File: src/srb_pkg.sv
// Shared types and constants for the sequence reorder buffer.
// Used by srb_cell and sequence_reorder_buffer; no dependencies.
`timescale 1ns / 1ps
`default_nettype none

package srb_pkg;

    localparam int STORE_CAP = 20;
    localparam int SLOTS     = STORE_CAP + 1;
    localparam int SEQ_W     = 32;
    localparam int HANDLE_W  = 16;
    localparam int ACTION_W  = 2;
    localparam int TDATA_W   = ((SEQ_W + HANDLE_W + 7) / 8) * 8;

    typedef enum logic [ACTION_W-1:0] {
        ACT_FWD  = 2'd0,
        ACT_LATE = 2'd1,
        ACT_DUP  = 2'd2
    } t_action;

    typedef struct packed {
        logic                valid;
        logic [SEQ_W-1:0]    seq;
        logic [HANDLE_W-1:0] handle;
    } t_entry;

    typedef struct packed {
        logic insert;   // place new entry in sorted position
        logic replace;  // overwrite handle of the matching entry
        logic shift;    // pop head, every cell takes its right neighbor
    } t_cell_ctl;

endpackage

`default_nettype wire

File: src/srb_cell.sv
// One cell of the sorted entry chain: holds one entry, compares it with the
// incoming key and trades entries with its neighbors. Depends on srb_pkg.
`timescale 1ns / 1ps
`default_nettype none

module srb_cell
    import srb_pkg::*;
(
    input  wire logic                i_clk,
    input  wire logic                i_rst_n,
    input  wire t_cell_ctl           i_ctl,
    input  wire logic [SEQ_W-1:0]    i_key,
    input  wire logic [HANDLE_W-1:0] i_handle,
    input  wire t_entry              i_left,
    input  wire logic                i_left_lt,
    input  wire t_entry              i_right,
    output t_entry                   o_entry,
    output logic                     o_lt,
    output logic                     o_eq
);

    t_entry r_entry;
    t_entry n_entry;

    assign o_entry = r_entry;
    assign o_lt    = !r_entry.valid || (i_key < r_entry.seq);
    assign o_eq    = r_entry.valid && (r_entry.seq == i_key);

    always_comb begin
        n_entry = r_entry;
        if (i_ctl.shift) begin
            n_entry = i_right;
        end else if (i_ctl.replace) begin
            if (o_eq) begin
                n_entry.handle = i_handle;
            end
        end else if (i_ctl.insert && o_lt) begin
            // left neighbor also larger: move it in, else this is the spot
            if (i_left_lt) begin
                n_entry = i_left;
            end else begin
                n_entry.valid  = 1'b1;
                n_entry.seq    = i_key;
                n_entry.handle = i_handle;
            end
        end
    end

    always_ff @(posedge i_clk) begin
        if (!i_rst_n) begin
            r_entry <= '0;
        end else begin
            r_entry <= n_entry;
        end
    end

endmodule

`default_nettype wire

File: src/sequence_reorder_buffer.sv
// Top level of the sequence reorder buffer: next-expected tracking, output
// register and a sorted chain of srb_cell instances. Depends on srb_pkg.
//
//  channel | dir | tdata (low bit up)            | tuser   | tlast
//  --------+-----+-------------------------------+---------+------------
//  s       | in  | seq_number[31:0], handle[15:0]| -       | -
//  m       | out | out_handle[15:0], out_seq[31:0]| action | last_of_run
//
// An in-order, late or duplicate word is loaded into the output register; an
// early word is stored in the chain. A run released from the chain drains one
// word per cycle from the head cell while the output register is free, and the
// input is held until the run ends. One output register separates the sides;
// input is taken when it is empty or being read and no run is draining. Reset
// is synchronous and clears the chain valid bits and next expected number.
`timescale 1ns / 1ps
`default_nettype none

module sequence_reorder_buffer
    import srb_pkg::*;
(
    input  wire logic               i_clk,
    input  wire logic               i_rst_n,
    input  wire logic               i_s_tvalid,
    output logic                    o_s_tready,
    input  wire logic [TDATA_W-1:0] i_s_tdata,   // seq_number, packet_handle
    output logic                    o_m_tvalid,
    input  wire logic               i_m_tready,
    output logic [TDATA_W-1:0]      o_m_tdata,   // out_handle, out_seq
    output logic [ACTION_W-1:0]     o_m_tuser,   // action
    output logic                    o_m_tlast    // last_of_run
);

    typedef enum logic {
        S_IDLE,
        S_DRAIN
    } t_state;

    t_state r_state;

    logic [SEQ_W-1:0]    r_next;
    logic                r_out_valid;
    logic [SEQ_W-1:0]    r_out_seq;
    logic [HANDLE_W-1:0] r_out_handle;
    t_action             r_out_action;
    logic                r_out_last;

    logic [SEQ_W-1:0]    in_seq;
    logic [HANDLE_W-1:0] in_handle;
    logic [SEQ_W-1:0]    seq_inc;
    logic [SEQ_W-1:0]    head_inc;
    logic                out_free;
    logic                accept;
    logic                is_match;
    logic                is_late;
    logic                any_eq;
    logic                out_load;
    logic [HANDLE_W-1:0] dup_handle;
    logic                cont_in;
    logic                cont_drain;
    t_cell_ctl           cell_ctl;

    t_entry              cells [SLOTS];
    logic [SLOTS-1:0]    cell_lt;
    logic [SLOTS-1:0]    cell_eq;

    assign in_seq    = i_s_tdata[SEQ_W-1:0];
    assign in_handle = i_s_tdata[SEQ_W +: HANDLE_W];
    assign seq_inc   = in_seq + 1'b1;
    assign head_inc  = cells[0].seq + 1'b1;

    assign out_free   = !r_out_valid || i_m_tready;
    assign o_s_tready = (r_state == S_IDLE) && out_free;
    assign accept     = i_s_tvalid && o_s_tready;
    assign is_match   = (in_seq == r_next);
    assign is_late    = (in_seq < r_next);
    assign any_eq     = |cell_eq;
    assign out_load   = ((r_state == S_DRAIN) && out_free)
                        || (accept && (is_match || is_late || any_eq));

    // chain is sorted and unique, so a run continues only at the next cell
    assign cont_in    = cells[0].valid && (cells[0].seq == seq_inc);
    assign cont_drain = cells[1].valid && (cells[1].seq == head_inc);

    always_comb begin
        dup_handle = '0;
        for (int i = 0; i < SLOTS; i++) begin
            if (cell_eq[i]) begin
                dup_handle = dup_handle | cells[i].handle;
            end
        end
    end

    always_comb begin
        cell_ctl.insert  = accept && !is_match && !is_late && !any_eq;
        cell_ctl.replace = accept && !is_match && !is_late && any_eq;
        cell_ctl.shift   = (r_state == S_DRAIN) && out_free;
    end

    for (genvar g = 0; g < SLOTS; g++) begin : g_cell
        t_entry left_entry;
        t_entry right_entry;
        logic   left_lt;

        if (g == 0) begin : g_first
            assign left_entry = '0;
            assign left_lt    = 1'b0;
        end else begin : g_mid
            assign left_entry = cells[g-1];
            assign left_lt    = cell_lt[g-1];
        end

        if (g == SLOTS - 1) begin : g_last
            assign right_entry = '0;
        end else begin : g_inner
            assign right_entry = cells[g+1];
        end

        srb_cell u_cell (
            .i_clk    (i_clk),
            .i_rst_n  (i_rst_n),
            .i_ctl    (cell_ctl),
            .i_key    (in_seq),
            .i_handle (in_handle),
            .i_left   (left_entry),
            .i_left_lt(left_lt),
            .i_right  (right_entry),
            .o_entry  (cells[g]),
            .o_lt     (cell_lt[g]),
            .o_eq     (cell_eq[g])
        );
    end

    always_ff @(posedge i_clk) begin
        if (!i_rst_n) begin
            r_state     <= S_IDLE;
            r_next      <= '0;
            r_out_valid <= 1'b0;
        end else begin
            if (out_load) begin
                r_out_valid <= 1'b1;
            end else if (i_m_tready) begin
                r_out_valid <= 1'b0;
            end
            unique case (r_state)
                S_IDLE: begin
                    if (accept) begin
                        if (is_match) begin
                            r_out_seq    <= in_seq;
                            r_out_handle <= in_handle;
                            r_out_action <= ACT_FWD;
                            r_out_last   <= !cont_in;
                            r_next       <= seq_inc;
                            if (cont_in) begin
                                r_state <= S_DRAIN;
                            end
                        end else if (is_late) begin
                            r_out_seq    <= in_seq;
                            r_out_handle <= in_handle;
                            r_out_action <= ACT_LATE;
                            r_out_last   <= 1'b1;
                        end else if (any_eq) begin
                            r_out_seq    <= in_seq;
                            r_out_handle <= dup_handle;
                            r_out_action <= ACT_DUP;
                            r_out_last   <= 1'b1;
                        end else if (cells[STORE_CAP-1].valid) begin
                            // table overflows: jump to the smallest entry and release its run
                            r_state <= S_DRAIN;
                        end
                    end
                end
                S_DRAIN: begin
                    if (out_free) begin
                        r_out_seq    <= cells[0].seq;
                        r_out_handle <= cells[0].handle;
                        r_out_action <= ACT_FWD;
                        r_out_last   <= !cont_drain;
                        r_next       <= head_inc;
                        if (!cont_drain) begin
                            r_state <= S_IDLE;
                        end
                    end
                end
                default: r_state <= S_IDLE;
            endcase
        end
    end

    assign o_m_tvalid = r_out_valid;
    assign o_m_tdata  = TDATA_W'({r_out_seq, r_out_handle});
    assign o_m_tuser  = r_out_action;
    assign o_m_tlast  = r_out_last;

endmodule

`default_nettype wire
File: config.mk
export PLATFORM = sky130hd
export DESIGN_NAME = sequence_reorder_buffer
export DESIGN_NICKNAME = d
export VERILOG_FILES = /design/src/srb_pkg.sv /design/src/srb_cell.sv /design/src/sequence_reorder_buffer.sv
export SDC_FILE = /design/constraint.sdc
export NUM_CORES = 2
export LEC_CHECK = 0
export BUFFER_PORTS_ARGS = -buffer_cell sky130_fd_sc_hd__buf_2
export CAP_MARGIN = 20
export CORE_MARGIN = 5
export CORE_UTILIZATION = 65
export CTS_CLUSTER_DIAMETER = 200
export DETAILED_ROUTE_END_ITERATION = 16
export PLACE_DENSITY = 0.84
export SLEW_MARGIN = 30
export SYNTH_ARGS = -nofsm -noshare
export SYNTH_HDL_FRONTEND = slang
export SYNTH_HIERARCHICAL = 1
export SYNTH_SLANG_ARGS = --single-unit
File: constraint.sdc
create_clock -name i_clk -period 11.3 [get_ports i_clk]
set_input_delay 1.695 -clock i_clk [delete_from_list [all_inputs] [get_ports i_clk]]
set_output_delay 1.695 -clock i_clk [all_outputs]
set_load 0.05 [all_outputs]
==> tab_implementation.tex <==
\begin{tabular}{lr}
\hline
Metric & Value \\
\hline
\multicolumn{2}{l}{\textbf{Placement}} \\
Detail Placement HPWL & 241 mm \\
Count of input and output buffers & 104 \\
Routability-driven placement congestion ratio & 1.09 \\
Cell count after placement & $\sim$11000 \\
\multicolumn{2}{l}{\textbf{Floorplan}} \\
Standard-cell row count & 132 \\
Die boundary height & about 370 um \\
Effective utilization at floorplan & between 60\% and 70\% \\
Die ar. & 0.137 mm\^{}2 \\
Area inside the core boundary & $\sim$0.13 mm\^{}2 \\
Top Ports & 105 \\
DIE WIDTH & between 300 and 400 um \\
\multicolumn{2}{l}{\textbf{Power}} \\
Worst ir drop on vdd & around 0.00014 V \\
Net switching power & $\sim$3.1 mW \\
Cell-internal power & 7.18 mW \\
Fraction of power spent switching nets & approximately 30\% \\
Part of the power in registers & about two fifths \\
Static leakage power & roughly 41 nW \\
Relative contribution of the clock network to total power & 44.2\% \\
Power density cells & roughly 110 mW/mm\^{}2 \\
Relative contribution of combinational cells to total power & 15.4\% \\
\multicolumn{2}{l}{\textbf{Worst setup path}} \\
Critical path type & in -> reg \\
WP data arrival & around 8.6 ns \\
Crit end category & register \\
Source of the worst register-to-register timing path & g\_cell[0].u\_cell/o\_entry[42] \\
CP Capture Point & g\_cell[20].u\_cell/o\_entry[14] \\
Register-to-Register Setup Slack & about 4.7 ns \\
Crit Path Max Fanout & 53 \\
Endpoint of the worst-slack reg-to-reg timing path & g\_cell[20].u\_cell/o\_entry[14] \\
Data required time of the worst path & roughly 12 ns \\
Worst setup SP type & input port \\
Worst setup path start & i\_s\_tdata[15] \\
Logic depth of the worst register-to-register path & 17 \\
\multicolumn{2}{l}{\textbf{Timing}} \\
Final worst path period share & approximately 70\% \\
Final count of pins violating max slew & 17 \\
Final TNS setup & 0 ns \\
Worst clock skew on the final layout & 0.0354 ns \\
Upper clock frequency limit & 127 MHz \\
Final hold violation count & 0 \\
Final number of setup-violating endpoints & 0 \\
Worst slew pin tran & roughly 2.4 ns \\
Slew margin rel. & -58.1\% \\
Post-route minimum period & 7.90 ns \\
Unrepaired setup endpoints after global routing & no \\
\multicolumn{2}{l}{\textbf{Route}} \\
Iter 0 DRT Violations & $\sim$11000 \\
Wire length per cell & $\sim$30 um \\
First drt pass iteration count & 10 \\
DR DRC count & 0 \\
Count of nets left with antenna violations after detail routing & 0 \\
Total vias in the final route & between 80000 and 90000 \\
Vias/cell & roughly 7.2 \\
Post-Route WL & 347 mm \\
\multicolumn{2}{l}{\textbf{Logic synthesis}} \\
Gate count of the mapped netlist & $\sim$9900 \\
Count of yosys warnings during synthesis & 6 \\
Avg Cell Area, Syn & 8.51 um\^{}2 \\
Post-Synthesis Cell Area & roughly 0.085 mm\^{}2 \\
\multicolumn{2}{l}{\textbf{Global routing}} \\
Global-route wire length before repair & between 500 and 600 mm \\
Aggregate global-route resource usage & about half \\
Number of antenna violations at the first check in global routing & 42 \\
Maximum number of pins on one net before global-route repair & roughly 270 \\
Vias in the first global route & $\sim$80000 \\
Leftover overflow at the end of global routing & 0 \\
\multicolumn{2}{l}{\textbf{Worst hold path}} \\
Min-delay worst type & reg -> reg \\
\multicolumn{2}{l}{\textbf{Finish}} \\
Fill cell total of the finished layout & 10200 \\
Sequential cell area in the final layout & approximately 0.023 mm\^{}2 \\
Share of post-route cells with drive strength above 1 & 8.52\% \\
Post-route insts no fill & $\sim$12000 \\
Layout area overhead & 8.32\% \\
Multi-input combinational cell area & $\sim$0.057 mm\^{}2 \\
Nets & approximately 11000 \\
\multicolumn{2}{l}{\textbf{CTS}} \\
TritonCTS buffer count & about 130 \\
Post-CTS sizing & 0 \\
Clk pin slew, worst setup/hold paths & approximately 0.060 ns \\
Worst skew pair latency & about 0.81 ns \\
Post CTS Setup Buffer Count & 0 \\
H-tree level count & 4 \\
Clock tree from TritonCTS & done \\
Clock sink count & $\sim$1100 \\
Hold-fix buffers at CTS & 0 \\
Maximum root-to-sink buffer count & 3 \\
Root buffer selected by CTS & sky130\_fd\_sc\_hd\_\_clkbuf\_16 \\
\multicolumn{2}{l}{\textbf{Outcome}} \\
Violated checks & slew limit \\
Result of the run & finished, violations left \\
\multicolumn{2}{l}{\textbf{Job}} \\
\# Max-Cap Violations & 0 \\
\hline
\end{tabular}
final cells by class:
cell class                      count  share of cell area [%]
Timing Repair Buffer              326                    2.66
Multi-Input combinational cell   7434                    62.0
Antenna cell                       29                  0.0793
Clock buffer                      198                    4.36
Clock inverter                     46                   0.541
Tap cell                         1742                    2.38
Inverter                          740                    3.04
Sequential cell                  1114                    24.9
how the worst min path moves through the flow:
stage / start / endpoint / slack, ns / cells past startpoint
global route: r_next[4] / r_next[4] / 0.50 / 2
global placement: r_next[23] / r_next[23] / 0.45 / 2
floorplan: r_next[26] / r_next[26] / 0.44 / 2
CTS: r_next[23] / r_next[23] / 0.47 / 2
detailed placement: r_next[23] / r_next[23] / 0.46 / 2
finish: r_next[23] / r_next[23] / 0.46 / 2
critical path, cell delays in order:
cell	delay [ns]
sky130_fd_sc_hd__buf_2	0.65
sky130_fd_sc_hd__buf_4	0.55
sky130_fd_sc_hd__ha_1	0.24
sky130_fd_sc_hd__nand4_1	0.18
sky130_fd_sc_hd__or4_1	0.58
sky130_fd_sc_hd__nor2_2	0.14
sky130_fd_sc_hd__buf_4	0.45
sky130_fd_sc_hd__nor4_1	0.14
sky130_fd_sc_hd__nand4_1	0.23
sky130_fd_sc_hd__nor4_2	0.12
sky130_fd_sc_hd__nor3_4	0.83
sky130_fd_sc_hd__buf_12	0.55
sky130_fd_sc_hd__nand2b_1	0.37
sky130_fd_sc_hd__or2_2	0.20
sky130_fd_sc_hd__o41ai_4	0.07
sky130_fd_sc_hd__buf_4	0.29
sky130_fd_sc_hd__a221oi_4	0.61
sky130_fd_sc_hd__buf_6	0.26
sky130_fd_sc_hd__mux2i_1	0.21
sequential cells by signal, summed over array words and instances (netlist names):
name                   cells
g_cell.u_cell/o_entry   1029
o_m_tlast                  1
o_m_tuser                  2
o_m_tvalid                 1
r_next                    32
r_out_handle              16
r_out_seq                 32
r_state                    1
cell usage in the layout, fill, tap and decap left out, types with 22 or more instances in the layout:
master,n
sky130_fd_sc_hd__mux2i_1,1394
sky130_fd_sc_hd__dfxtp_1,1061
sky130_fd_sc_hd__nand2_1,1001
sky130_fd_sc_hd__a22oi_1,809
sky130_fd_sc_hd__nor2_1,783
sky130_fd_sc_hd__inv_1,719
sky130_fd_sc_hd__ha_1,706
sky130_fd_sc_hd__o2bb2ai_1,672
sky130_fd_sc_hd__o211ai_1,377
sky130_fd_sc_hd__a21oi_1,295
sky130_fd_sc_hd__buf_4,193
sky130_fd_sc_hd__nand4_1,158
sky130_fd_sc_hd__clkbuf_16,143
sky130_fd_sc_hd__o21ai_0,142
sky130_fd_sc_hd__nand3_1,124
sky130_fd_sc_hd__buf_2,103
sky130_fd_sc_hd__conb_1,99
sky130_fd_sc_hd__xnor2_1,62
sky130_fd_sc_hd__a21o_1,55
sky130_fd_sc_hd__edfxtp_1,51
sky130_fd_sc_hd__nand2b_1,46
sky130_fd_sc_hd__xor2_1,44
sky130_fd_sc_hd__nor2b_1,37
sky130_fd_sc_hd__clkbuf_1,33
sky130_fd_sc_hd__diode_2,29
sky130_fd_sc_hd__and2_1,27
sky130_fd_sc_hd__clkinv_2,25
sky130_fd_sc_hd__or4_1,24
sky130_fd_sc_hd__nor4_2,24
sky130_fd_sc_hd__o31ai_1,24
sky130_fd_sc_hd__or2_2,24
sky130_fd_sc_hd__clkbuf_8,23
sky130_fd_sc_hd__mux2_2,22
sky130_fd_sc_hd__a221oi_1,22
sky130_fd_sc_hd__nor4_1,22
sky130_fd_sc_hd__o221ai_1,22
power groups by stage:
stage | registers [mW] | logic [mW] | clock network [mW]
after floorplan | 4.16 | 1.02 | 0
after global placement | 4.22 | 1.44 | 0
after detailed placement | 4.22 | 1.49 | 0
after CTS | 4.13 | 1.50 | 4.52
after global routing | 4.14 | 1.67 | 4.69
final | 4.14 | 1.58 | 4.53
per-layer routing:
layer | share of wire [%] | global-route usage [%] | vias to the layer above
met5 | 0.045 | 0.499 | -
met4 | 11 | 46.2 | 20
met3 | 11 | 16.2 | 2114
met2 | 44 | 75.5 | 5914
met1 | 34 | 52.6 | 39800
li1 | - | - | 36300
per-stage QoR:
| step | cell area [um^2] | util (%) | worst slack [ns] | hold slack [ns] | total power [mW] |
|---|---|---|---|---|---|
| detailed placement | 86700 | 67.1 | 3.01 | 0.459 | 5.71 |
| CTS | 91200 | 70.5 | 3.81 | 0.467 | 10.2 |
| floorplan | 84900 | - | 0.854 | 0.441 | 5.18 |
| global route | 91500 | 70.8 | 3.45 | 0.500 | 10.5 |
| global placement | 86500 | 66.9 | 2.53 | 0.453 | 5.65 |
| finish | 91600 | 70.8 | 3.40 | 0.462 | 10.2 |
Note: power is estimated with default switching activity, not from simulation.
